[config.mk]
export PLATFORM = sky130hd
export DESIGN_NAME = motion_alarm_sequencer_core_flat
export DESIGN_NICKNAME = d
export VERILOG_FILES = /design/src/hdl/mas_pkg.sv /design/src/hdl/mas_if.sv /design/src/hdl/motion_alarm_sequencer_core.sv /design/src/hdl/mas_cfg.sv /design/src/hdl/mas_seq.sv /design/src/flat_wrapper.sv
export SDC_FILE = /design/constraint.sdc
export NUM_CORES = 1
export LEC_CHECK = 0
export BUFFER_PORTS_ARGS = -buffer_cell sky130_fd_sc_hd__buf_2
export CAP_MARGIN = 20
export CORE_MARGIN = 10
export CORE_UTILIZATION = 40
export CTS_CLUSTER_DIAMETER = 50
export DETAILED_ROUTE_END_ITERATION = 7
export GPL_TIMING_DRIVEN = 0
export PLACE_DENSITY = 0.55
export SYNTH_ARGS = -nofsm -noshare
export SYNTH_HDL_FRONTEND = slang
export SYNTH_SLANG_ARGS = --single-unit
export TNS_END_PERCENT = 30
[constraint.sdc]
create_clock -name clk -period 10.1 [get_ports clk]
set_input_delay 2.02 -clock clk [delete_from_list [all_inputs] [get_ports clk]]
set_output_delay 2.02 -clock clk [all_outputs]
set_load 0.05 [all_outputs]
[src/hdl/mas_pkg.sv]
package mas_pkg;

    localparam int unsigned LEVEL_W       = 24;
    localparam int unsigned SEC_W         = 32;
    localparam int unsigned US_W          = 48;
    localparam int unsigned DELAY_W       = 16;
    localparam int unsigned COUNT_W       = 8;
    localparam int unsigned CFG_INDEX_W   = 3;
    localparam int unsigned CFG_DATA_W    = 24;
    localparam int unsigned STATE_W       = 2;
    // 255 s * 1e6 us fits in 28 bits
    localparam int unsigned WINDOW_US_W   = 28;
    localparam int unsigned US_PER_SECOND = 1000000;

    typedef enum logic [CFG_INDEX_W-1:0] {
        REG_MOTION_THRESHOLD = 3'd0,
        REG_PRE_WATCH_DELAY  = 3'd1,
        REG_POST_ALARM_DELAY = 3'd2,
        REG_STABLE_WINDOW    = 3'd3,
        REG_STABLE_FRAMES    = 3'd4,
        REG_MIN_ALARM        = 3'd5,
        REG_MAX_ALARM        = 3'd6
    } cfg_index_t;

    typedef enum logic {
        OP_FRAME   = 1'b0,
        OP_RESTART = 1'b1
    } op_t;

    // Register file contents as seen by the sequencer
    typedef struct packed {
        logic [LEVEL_W-1:0]     motion_threshold;
        logic [DELAY_W-1:0]     pre_watch_delay;
        logic [DELAY_W-1:0]     post_alarm_delay;
        logic [WINDOW_US_W-1:0] window_us;
        logic [COUNT_W-1:0]     stable_frame_count;
        logic [DELAY_W-1:0]     min_alarm_seconds;
        logic [DELAY_W-1:0]     max_alarm_seconds;
    } cfg_t;

    typedef struct packed {
        logic               operation;
        logic [LEVEL_W-1:0] motion_level;
        logic [SEC_W-1:0]   now_seconds;
        logic [US_W-1:0]    now_microseconds;
    } item_t;

    typedef struct packed {
        logic [STATE_W-1:0] detector_state;
        logic [COUNT_W-1:0] motion_frames;
        logic [SEC_W-1:0]   alarm_end_seconds;
    } result_t;

    // a + b, clamped at all ones
    function automatic logic [SEC_W-1:0] sat_add(
        input logic [SEC_W-1:0]   a,
        input logic [DELAY_W-1:0] b
    );
        logic [SEC_W:0] sum;
        begin
            sum = {1'b0, a} + {{(SEC_W-DELAY_W+1){1'b0}}, b};
            sat_add = sum[SEC_W] ? {SEC_W{1'b1}} : sum[SEC_W-1:0];
        end
    endfunction

endpackage

[src/hdl/mas_if.sv]
interface mas_cfg_if;
    import mas_pkg::*;

    logic                   valid;
    logic                   ready;
    logic [CFG_INDEX_W-1:0] index;
    logic [CFG_DATA_W-1:0]  data;

    modport source (output valid, output index, output data, input ready);
    modport sink (input valid, input index, input data, output ready);
endinterface

interface mas_in_if;
    import mas_pkg::*;

    logic               valid;
    logic               ready;
    logic               operation;
    logic [LEVEL_W-1:0] motion_level;
    logic [SEC_W-1:0]   now_seconds;
    logic [US_W-1:0]    now_microseconds;

    modport source (
        output valid, output operation, output motion_level,
        output now_seconds, output now_microseconds, input ready
    );
    modport sink (
        input valid, input operation, input motion_level,
        input now_seconds, input now_microseconds, output ready
    );
endinterface

interface mas_out_if;
    import mas_pkg::*;

    logic               valid;
    logic               ready;
    logic [STATE_W-1:0] detector_state;
    logic [COUNT_W-1:0] motion_frames;
    logic [SEC_W-1:0]   alarm_end_seconds;

    modport source (
        output valid, output detector_state, output motion_frames,
        output alarm_end_seconds, input ready
    );
    modport sink (
        input valid, input detector_state, input motion_frames,
        input alarm_end_seconds, output ready
    );
endinterface

[src/hdl/motion_alarm_sequencer_core.sv]
// Motion alarm sequencer. Each transfer on frame is a frame event (motion
// level, time in seconds, free-running microsecond count) or a stream
// restart; each produces exactly one transfer on result carrying the
// sequencer state, the motion frame count of the current window and the
// alarm segment end time, all as they stand after that item. Throughput is
// one item per clock while result.ready is high: an item passes through the
// input register, the state update (compares, a 48-bit window subtract,
// saturating 32-bit adds) is combinational and the updated state registers
// are the result. The item waits there until the result slot is free or
// drained; then the state registers and result valid load together. While a
// result is held off by result.ready low, one more item is taken into the
// input register, then frame.ready drops. Configuration writes on cfg are
// always taken (cfg.ready tied high) and must be done while no item is in
// flight; indexes above six are ignored. The stable window register is
// converted to microseconds on write.
module motion_alarm_sequencer_core (
    input  logic      clk,
    input  logic      rst_n,
    mas_cfg_if.sink   cfg,
    mas_in_if.sink    frame,
    mas_out_if.source result
);
    import mas_pkg::*;

    cfg_t    regs;
    result_t res;

    logic    in_valid_reg, in_valid_next;
    item_t   in_item_reg;
    logic    out_valid_reg, out_valid_next;
    logic    frame_xfer;
    logic    advance;

    // register file, window pre-scaled to microseconds
    mas_cfg u_cfg (
        .clk   (clk),
        .rst_n (rst_n),
        .cfg   (cfg),
        .regs  (regs)
    );

    // sequencer state and next-state logic
    mas_seq u_seq (
        .clk   (clk),
        .rst_n (rst_n),
        .regs  (regs),
        .step  (advance),
        .item  (in_item_reg),
        .res   (res)
    );

    // An item is processed when the result slot is free or being drained.
    // The state registers then stay frozen until the result transfers.
    assign advance     = in_valid_reg && (!out_valid_reg || result.ready);
    assign frame.ready = !in_valid_reg || advance;
    assign frame_xfer  = frame.valid && frame.ready;

    always_comb
    begin
        in_valid_next = in_valid_reg;
        if (frame_xfer)
            in_valid_next = 1'b1;
        else if (advance)
            in_valid_next = 1'b0;

        out_valid_next = out_valid_reg;
        if (advance)
            out_valid_next = 1'b1;
        else if (result.ready)
            out_valid_next = 1'b0;
    end

    always_ff @(posedge clk or negedge rst_n)
    begin
        if (!rst_n)
        begin
            in_valid_reg  <= 1'b0;
            out_valid_reg <= 1'b0;
        end
        else
        begin
            in_valid_reg  <= in_valid_next;
            out_valid_reg <= out_valid_next;
        end
    end

    // payload register, no reset needed
    always_ff @(posedge clk)
    begin
        if (frame_xfer)
        begin
            in_item_reg.operation        <= frame.operation;
            in_item_reg.motion_level     <= frame.motion_level;
            in_item_reg.now_seconds      <= frame.now_seconds;
            in_item_reg.now_microseconds <= frame.now_microseconds;
        end
    end

    assign result.valid             = out_valid_reg;
    assign result.detector_state    = res.detector_state;
    assign result.motion_frames     = res.motion_frames;
    assign result.alarm_end_seconds = res.alarm_end_seconds;

endmodule

[src/hdl/mas_cfg.sv]
module mas_cfg (
    input  logic          clk,
    input  logic          rst_n,
    mas_cfg_if.sink       cfg,
    output mas_pkg::cfg_t regs
);
    import mas_pkg::*;

    cfg_t                   regs_reg;
    cfg_t                   regs_next;
    logic [WINDOW_US_W-1:0] window_us;

    assign cfg.ready = 1'b1;
    assign regs      = regs_reg;

    // window length converted to microseconds once, at write time
    assign window_us = WINDOW_US_W'(cfg.data[COUNT_W-1:0])
                     * WINDOW_US_W'(US_PER_SECOND);

    always_comb
    begin
        regs_next = regs_reg;
        if (cfg.valid)
        begin
            case (cfg_index_t'(cfg.index))
                REG_MOTION_THRESHOLD: regs_next.motion_threshold = cfg.data;
                REG_PRE_WATCH_DELAY:  regs_next.pre_watch_delay  = cfg.data[DELAY_W-1:0];
                REG_POST_ALARM_DELAY: regs_next.post_alarm_delay = cfg.data[DELAY_W-1:0];
                REG_STABLE_WINDOW:    regs_next.window_us        = window_us;
                REG_STABLE_FRAMES:    regs_next.stable_frame_count = cfg.data[COUNT_W-1:0];
                REG_MIN_ALARM:        regs_next.min_alarm_seconds = cfg.data[DELAY_W-1:0];
                REG_MAX_ALARM:        regs_next.max_alarm_seconds = cfg.data[DELAY_W-1:0];
                default:              regs_next = regs_reg;
            endcase
        end
    end

    always_ff @(posedge clk or negedge rst_n)
    begin
        if (!rst_n)
        begin
            regs_reg.motion_threshold   <= '0;
            regs_reg.pre_watch_delay    <= '0;
            regs_reg.post_alarm_delay   <= '0;
            regs_reg.window_us          <= WINDOW_US_W'(US_PER_SECOND);
            regs_reg.stable_frame_count <= COUNT_W'(1);
            regs_reg.min_alarm_seconds  <= '0;
            regs_reg.max_alarm_seconds  <= '0;
        end
        else
        begin
            regs_reg <= regs_next;
        end
    end

endmodule

[src/hdl/mas_seq.sv]
module mas_seq (
    input  logic             clk,
    input  logic             rst_n,
    input  mas_pkg::cfg_t    regs,
    input  logic             step,
    input  mas_pkg::item_t   item,
    output mas_pkg::result_t res
);
    import mas_pkg::*;

    typedef enum logic [STATE_W-1:0] {
        MODE_IDLE      = 2'd0,
        MODE_WAITING   = 2'd1,
        MODE_VIGILANT  = 2'd2,
        MODE_TRIGGERED = 2'd3
    } mode_t;

    mode_t              mode_reg, mode_next;
    logic [COUNT_W-1:0] count_reg, count_next;
    logic [SEC_W-1:0]   watch_reg, watch_next;
    logic [SEC_W-1:0]   started_reg, started_next;
    logic [SEC_W-1:0]   ends_reg, ends_next;
    logic [US_W-1:0]    win_reg, win_next;

    logic               motion;
    logic [US_W-1:0]    win_start;
    logic [US_W-1:0]    elapsed;
    logic               in_window;
    logic [COUNT_W-1:0] count_inc;
    logic [SEC_W-1:0]   by_min, by_max, seg_end;

    assign motion    = item.motion_level > regs.motion_threshold;
    assign win_start = (count_reg == '0) ? item.now_microseconds : win_reg;
    assign elapsed   = item.now_microseconds - win_start;
    assign in_window = elapsed < {{(US_W-WINDOW_US_W){1'b0}}, regs.window_us};
    assign count_inc = (count_reg == {COUNT_W{1'b1}}) ? count_reg : count_reg + 1'b1;

    // on a trigger the segment start is this frame's time
    assign by_min  = sat_add(item.now_seconds, regs.min_alarm_seconds);
    assign by_max  = sat_add((mode_reg == MODE_VIGILANT) ? item.now_seconds : started_reg,
                             regs.max_alarm_seconds);
    assign seg_end = (by_min < by_max) ? by_min : by_max;

    always_comb
    begin
        mode_next    = mode_reg;
        count_next   = count_reg;
        watch_next   = watch_reg;
        started_next = started_reg;
        ends_next    = ends_reg;
        win_next     = win_reg;
        if (item.operation == OP_RESTART)
        begin
            mode_next    = MODE_IDLE;
            count_next   = '0;
            watch_next   = '0;
            started_next = '0;
            ends_next    = '0;
            win_next     = '0;
        end
        else
        begin
            case (mode_reg)
                MODE_IDLE:
                begin
                    watch_next = sat_add(item.now_seconds, regs.pre_watch_delay);
                    mode_next  = MODE_WAITING;
                end
                MODE_WAITING:
                begin
                    if (item.now_seconds > watch_reg)
                        mode_next = MODE_VIGILANT;
                end
                MODE_VIGILANT:
                begin
                    if (motion)
                    begin
                        if (in_window)
                        begin
                            if (count_inc >= regs.stable_frame_count)
                            begin
                                count_next   = '0;
                                win_next     = '0;
                                started_next = item.now_seconds;
                                ends_next    = seg_end;
                                mode_next    = MODE_TRIGGERED;
                            end
                            else
                            begin
                                count_next = count_inc;
                                win_next   = win_start;
                            end
                        end
                        else
                        begin
                            count_next = '0;
                            win_next   = '0;
                            ends_next  = '0;
                        end
                    end
                end
                default:
                begin
                    if (item.now_seconds > ends_reg)
                    begin
                        watch_next = sat_add(item.now_seconds, regs.post_alarm_delay);
                        mode_next  = MODE_WAITING;
                    end
                    else if (motion)
                    begin
                        ends_next = seg_end;
                    end
                end
            endcase
        end
    end

    always_ff @(posedge clk or negedge rst_n)
    begin
        if (!rst_n)
        begin
            mode_reg    <= MODE_IDLE;
            count_reg   <= '0;
            watch_reg   <= '0;
            started_reg <= '0;
            ends_reg    <= '0;
            win_reg     <= '0;
        end
        else if (step)
        begin
            mode_reg    <= mode_next;
            count_reg   <= count_next;
            watch_reg   <= watch_next;
            started_reg <= started_next;
            ends_reg    <= ends_next;
            win_reg     <= win_next;
        end
    end

    // state after the latest step is the result
    assign res.detector_state    = mode_reg;
    assign res.motion_frames     = count_reg;
    assign res.alarm_end_seconds = ends_reg;

endmodule

[src/flat_wrapper.sv]
// flat-port wrapper written by rule: the top's interface ports become plain ports
module motion_alarm_sequencer_core_flat import mas_pkg::*;
  (clk, rst_n, cfg_valid, cfg_index, cfg_data, cfg_ready, frame_valid, frame_operation, frame_motion_level, frame_now_seconds, frame_now_microseconds, frame_ready, result_valid, result_detector_state, result_motion_frames, result_alarm_end_seconds, result_ready);
  mas_cfg_if cfg_i ();
  mas_in_if frame_i ();
  mas_out_if result_i ();
  input  logic clk;
  input  logic rst_n;
  input wire logic [$bits(cfg_i.valid)-1:0] cfg_valid;
  input wire logic [$bits(cfg_i.index)-1:0] cfg_index;
  input wire logic [$bits(cfg_i.data)-1:0] cfg_data;
  output wire logic [$bits(cfg_i.ready)-1:0] cfg_ready;
  input wire logic [$bits(frame_i.valid)-1:0] frame_valid;
  input wire logic [$bits(frame_i.operation)-1:0] frame_operation;
  input wire logic [$bits(frame_i.motion_level)-1:0] frame_motion_level;
  input wire logic [$bits(frame_i.now_seconds)-1:0] frame_now_seconds;
  input wire logic [$bits(frame_i.now_microseconds)-1:0] frame_now_microseconds;
  output wire logic [$bits(frame_i.ready)-1:0] frame_ready;
  output wire logic [$bits(result_i.valid)-1:0] result_valid;
  output wire logic [$bits(result_i.detector_state)-1:0] result_detector_state;
  output wire logic [$bits(result_i.motion_frames)-1:0] result_motion_frames;
  output wire logic [$bits(result_i.alarm_end_seconds)-1:0] result_alarm_end_seconds;
  input wire logic [$bits(result_i.ready)-1:0] result_ready;
  assign cfg_i.valid = cfg_valid;
  assign cfg_i.index = cfg_index;
  assign cfg_i.data = cfg_data;
  assign cfg_ready = cfg_i.ready;
  assign frame_i.valid = frame_valid;
  assign frame_i.operation = frame_operation;
  assign frame_i.motion_level = frame_motion_level;
  assign frame_i.now_seconds = frame_now_seconds;
  assign frame_i.now_microseconds = frame_now_microseconds;
  assign frame_ready = frame_i.ready;
  assign result_valid = result_i.valid;
  assign result_detector_state = result_i.detector_state;
  assign result_motion_frames = result_i.motion_frames;
  assign result_alarm_end_seconds = result_i.alarm_end_seconds;
  assign result_i.ready = result_ready;
  motion_alarm_sequencer_core u_core (.clk(clk), .rst_n(rst_n), .cfg(cfg_i), .frame(frame_i), .result(result_i));
endmodule
---- Yosys cells after proc, flatten, opt, wreduce, memory -nomap -nowiden ----
Index checks and enable logic that the tools add are counted.
operators by class
  add/sub/neg operators ................... 6
  multipliers ............................. 1
  mux-type cells .......................... 44
  order comparisons ....................... 6
  reductions and logical operators ........ 31
  eq/ne operators ......................... 17
operator list
  cell                                                                      count
  32-bit 2-to-1 mux                                                         19
  48-bit 2-to-1 mux                                                         6
  32-bit by 16-bit adder with 33-bit output                                 4
  32-bit one-hot mux with 2 select lines                                    2
  32-bit greater-than comparator                                            2
  48-bit by 28-bit < comparator with 1-bit output                           1
  8-bit 2-to-1 mux                                                          6
  48-bit subtractor                                                         1
  32-bit < comparator                                                       1
  24-bit greater-than comparator                                            1
  8-bit by 14-bit multiplier with 22-bit output (second input constant)     1
  2-bit AND reduction                                                       7
  2-bit 2-to-1 mux                                                          6
  3-bit by 2-bit inequality test with 1-bit output (second input constant)  4
  2-bit nonzero test                                                        6
  5-bit AND reduction                                                       2
  3-bit == test (second input constant)                                     3
  8-bit by 1-bit adder with 8-bit output (second input constant)            1
  8-bit == test (second input constant)                                     1
  8-bit greater-or-equal comparator                                         1
  8-bit zero test                                                           1
  3-bit by 2-bit == test with 1-bit output (second input constant)          2
  2-bit one-hot mux with 3 select lines                                     1
  3-bit AND reduction                                                       2
  16 further kinds                                                          24
storage, ports and cells
  input bits .............................. 137
  register bits ........................... 379
  output and inout bits ................... 45
  logic and storage cells ................. 124

---- Logic depth before layout (Yosys ltp) ----
  word-level depth ........................ 11
  depth in mapped cells ................... 35

---- Cells and area by module ----
From an unflattened synthesis, not the netlist that was laid out.
unflattened totals
  cell total of the unflattened synthesis .. 3065
  area, all modules ....................... 28658.7 µm²
modules (own cells, without submodules)
  module                       seq. area each (µm²)  area each (µm²)  cells an instance  instances
  mas_seq                      3853.7                19299.8          2472               1
  mas_cfg                      2962.8                6102.1           480                1
  motion_alarm_sequencer_core  3203.1                3256.9           113                1

---- Least setup slack after synthesis ----
No wires, ideal clock.
  kind .................................... register to register
  from .................................... register u_core.u_seq.mode_reg[0]
  to ...................................... register u_core.u_seq.ends_reg[27]
  setup slack ............................. 2331 ps
  setup time .............................. 78 ps
  stages on the path, launching flop included .. 33
  clock period less this slack ............ 7769 ps
  data arrival time ....................... 7691 ps
  data required time ...................... 10022 ps
  path buffers ............................ 7
  cells stage by stage .................... dfrtp_1 > inv_1 > ha_1 > clkbuf_1 > clkbuf_1 > buf_1 > clkbuf_1 > buf_1 > mux2_2 > ha_1 > inv_1 > fa_1 > nor2b_1 > o31ai_1 > a2111oi_0 > o31ai_1 > a211oi_1 > or3_1 > clkbuf_1 > and2_1 > nand2_1 > mux2i_1 > inv_1 > ha_1 > and3_1 > nand4_1 > nor3_1 > nand3_1 > o31ai_1 > clkbuf_1 > o21ai_0 > a21boi_0 > o2bb2ai_1
on the way
  word-level cells in the longest chain between the ends .. 11
  elaborated cells between the ends (all ways) .. 20
RTL lines
  item                                       RTL line                      source
  from (decl)                                mas_seq.sv:18                 mode_t mode_reg, mode_next;
  from (signal assigned)                     mas_seq.sv:131                mode_reg <= mode_next;
  2-bit == test                              mas_seq.sv:40, mas_seq.sv:63
  32-bit 2-to-1 mux                          mas_seq.sv:40                 assign by_max = sat_add((mode_reg == MODE_VIGILANT) ? item.now_seconds : started_reg,
  32-bit by 16-bit adder with 33-bit output  mas_pkg.sv:61                 sum = {1'b0, a} + {{(SEC_W-DELAY_W+1){1'b0}}, b};
  32-bit 2-to-1 mux                          mas_pkg.sv:62                 sat_add = sum[SEC_W] ? {SEC_W{1'b1}} : sum[SEC_W-1:0];
  32-bit < comparator                        mas_seq.sv:42                 assign seg_end = (by_min < by_max) ? by_min : by_max;
  32-bit 2-to-1 mux                          mas_seq.sv:42
  32-bit 2-to-1 mux                          mas_seq.sv:80                 if (count_inc >= regs.stable_frame_count)
  32-bit 2-to-1 mux                          mas_seq.sv:78                 if (in_window)
  32-bit 2-to-1 mux                          mas_seq.sv:76                 if (motion)
  32-bit one-hot mux with 2 select lines     mas_seq.sv:63                 case (mode_reg)
  32-bit 2-to-1 mux                          mas_seq.sv:52                 if (item.operation == OP_RESTART)
  to (signal assigned)                       mas_seq.sv:135                ends_reg <= ends_next;
  to (decl)                                  mas_seq.sv:22                 logic [SEC_W-1:0] ends_reg, ends_next;
Parallel ways exist; a longest one is shown, timed or not. The select of a mux whose other input is x is not followed.
A chain may end at the register's enable or synchronous reset.

---- Worst setup path in the final report ----
  from .................................... register u_core.u_seq.mode_reg[0]
  to ...................................... register u_core.u_seq.ends_reg[0]
Same word-level chain as after synthesis.

==> run summary <==
Status - finished, final reports clean
Max Used Layer - met4
Syn_area_per_cell - 9.30 µm²
Post-CTS Setup Inserts - 0
Clock group share of total power - 28.2%
Number of CTS-inserted buffers - 55
WL met1 - 39.4 mm
Final Hold Vio Count - 0
Relative slew margins - 15.1%
RSZ-0062 raised after global routing - false
Share of cells above drive strength 1 - 13.0%
Routed wire per std cell - 21.6 µm
CTS H-tree depth - 2
Die area - 0.0812 mm²
Syn nets - 3493
I/O Buffers - 179
Worst-Margin Slew - 1270 ps
Die Wd - 285 µm
Via Count - 24100
Vias/cell - 5.67
Crit path kind - flip-flop to flip-flop
Sw frac - 40.1%
Fillers - 6798
CTS tree - built
Clk_lat worst skew - 620 ps
DRC viols - 0
Commonest non-fill, non-tap cell in the layout - nand2_1
Combinational share of power - 42.6%
Max_cap viols - 0
Core box area - 0.0698 mm²
Area occupied by multi-input gates - 0.0167 mm²
IO Count - 182
P_sw - 2.79 mW
Post-route ant nets - 0
Max incr delay on CP - 560 ps
Reg-to-Reg Start - u_core.u_seq.mode_reg[0]
Vias in the first global route - 24800
Final Slew Violations - 0
Placed cell areas - 0.0303 mm²
Critical path arrival - 10020 ps
Diodes inserted - 0
Clk_skew - 22.4 ps
Sequential cell area - 0.0100 mm²
Synth Flop Type - dfrtp_1
Total track usage - 22.1%
Critical Path RT - 10630 ps
GRT overflow - 0
Final core occ - 46.1%
1st-iter DRT viols - 1626
Largest net degree at the start of global routing - 106
Setup crit start - u_core.u_seq.mode_reg[0]
Crit-path slowest cell - o31ai_1
RD Place Congestion - 0.929
Initial Util - 40.2%
Number of distinct library cells after synthesis - 86
Final setup violation count - 0
Post-synth EDFFs - 105
Clock root buffer - clkbuf_16
Detailed Route WL - 91.8 mm
Reg clk slew, reported paths - 60 ps
Finished Layout Cells - 4249
Flops & latches, synth - 379
# hold bufs at CTS - 0
Sequential cell fraction of total power - 29.2%
Critical Path End Type - flip-flop
Register area share after synthesis - 35.7%
Critical path's top delay family - buffers and inverters
Final Net Count - 3738
Leak - 14.4 nW
Largest register FFs - 118
PD cells - 216 mW/mm²
CP max FO - 10
Fin Hold WS - 468 ps
F_max - 105 MHz
Placed insts - 4145
Cell count after synthesis - 3017
Min Tclk post-route - 9490 ps
Detail Placement HPWL - 73.2 mm
Met2 wire len - 44.4 mm
Post-route cell area - 0.0322 mm²
Wire length on met3 - 4.58 mm
First-pass GRT wire length - 143 mm
Asr flop ratio synth - 72.3%
Clk sinks - 379
Chip height - 285 µm
Detailed-router iteration count before antenna repair - 6
Site Rows - 97
Setup crit start kind - flip-flop
Internal power - 4.16 mW
Ys Warns - 0
Layout area overhead - 14.6%
Hold Path Class - flip-flop to flip-flop
Mapped Area - 0.0281 mm²
Min-Delay Startpoint - u_core.u_seq.watch_reg[30]
Antenna violations before repair - 2
Worst path bufs/invs - 11
Maximum VDD drop - 177 µV
Most frequent cells in the layout - nand2_1, ha_1, dfrtp_1
Buffers from clock root to sink, at most - 3
Period utilization - 94.0%
-- final cells by class --
| class | instances | share of cell area, % |
|---|---|---|
| well taps | 940 | 3.66 |
| clock buffers | 74 | 4.79 |
| multi-input cells | 2275 | 51.8 |
| flip-flops and latches | 379 | 31.1 |
| plain buffers | 136 | 1.69 |
| inverters | 227 | 2.65 |
| clock inverters | 30 | 1.05 |
| repair buffers | 188 | 3.18 |
-- cell families after synthesis --
kind of cell / after synthesis / synth area share [%]
muxes: 152 / 5.78
DFF: 379 / 35.7
adders and majority gates: 339 / 15.7
and+or+nand+nor: 871 / 15.3
buffers and inverters: 363 / 4.92
other: 1 / 0.0134
xor gates and xnor gates: 120 / 3.74
AOI/OAI and AO/OA: 792 / 18.9
-- metal layers --
layer,up-vias,global-route usage (%)
met1,11700,27.6
li1,11600,-
met4,0,8.42
met2,701,38.3
met5,-,0
met3,161,3.26
-- path summary, 6_finish.rpt --
check,end,slack (ps),cells past startpoint
setup / recovery,u_core.u_seq.ends_reg[0],610,36
hold / removal,u_core.u_seq.watch_reg[30],470,2
setup reg to reg,u_core.u_seq.ends_reg[0],610,36
hold reg to reg,u_core.u_seq.watch_reg[30],470,2
max in group asynchronous,u_core.u_cfg.regs[85],7700,2
min in group asynchronous,u_core.u_cfg.regs[27],1400,1
-- synth_stat cells, types with 20 or more instances --
cell type / n / area share [%]
clkbuf_1: 116 / 1.6
o31ai_1: 63 / 1.7
o21a_1: 28 / 0.75
a221o_1: 22 / 0.78
or2_2: 20 / 0.45
nand4_1: 73 / 1.6
fa_1: 21 / 1.5
and2_1: 20 / 0.45
edfxtp_1: 105 / 11
ha_1: 318 / 14
mux2_2: 81 / 3.2
and3_1: 44 / 0.98
o21ai_0: 185 / 3.3
xnor2_1: 72 / 2.2
inv_1: 225 / 3.0
nor3b_1: 21 / 0.56
a21oi_1: 173 / 3.1
a31oi_1: 21 / 0.47
nor2b_1: 23 / 0.51
nand3_1: 55 / 0.98
o2bb2ai_1: 34 / 1.1
mux2i_1: 71 / 2.5
a21o_1: 65 / 1.7
nor3_1: 46 / 0.82
xor2_1: 48 / 1.5
nand2b_1: 26 / 0.58
or3_1: 24 / 0.53
nor2_1: 144 / 1.9
dfrtp_1: 266 / 24
nand2_1: 323 / 4.3
-- worst register-to-register path, delay by kind of cell, from the launching register on --
family                     cells  cell delay [ps]
and+or+nand+nor                9             1760
buffers and inverters         11             3450
AOI/OAI and AO/OA             10             2240
DFF                            1              410
muxes                          2              640
adders and majority gates      4              900
-- timing repair --
| item | CTS | global route |
|---|---|---|
| pin swaps | 0 | 0 |
| cloned | 0 | 0 |
| endpoints found under the setup margin | 21 | 56 |
| gates resized for setup | 2 | 9 |
-- through the flow --
step / TNS, ps / total power, mW / setup slack (ps)
CTS: 0 / 6.99 / 148
finish: 0 / 6.95 / 611
detailed placement: -4730 / 4.99 / -369
global placement: -16280 / 4.92 / -711
floorplan: 0 / 4.10 / 2330
global route: 0 / 7.44 / 11.6
-- power by group through the flow --
| stage | clock, mW | combinational (mW) | sequential [mW] |
|---|---|---|---|
| floorplan | 0 | 1.94 | 2.16 |
| global placement | 0 | 2.86 | 2.06 |
| detailed placement | 0 | 2.93 | 2.06 |
| CTS | 2.01 | 2.96 | 2.03 |
| global route | 2.07 | 3.31 | 2.06 |
| finish | 1.96 | 2.96 | 2.03 |
No activity file was read; power rests on OpenSTA's default activity.
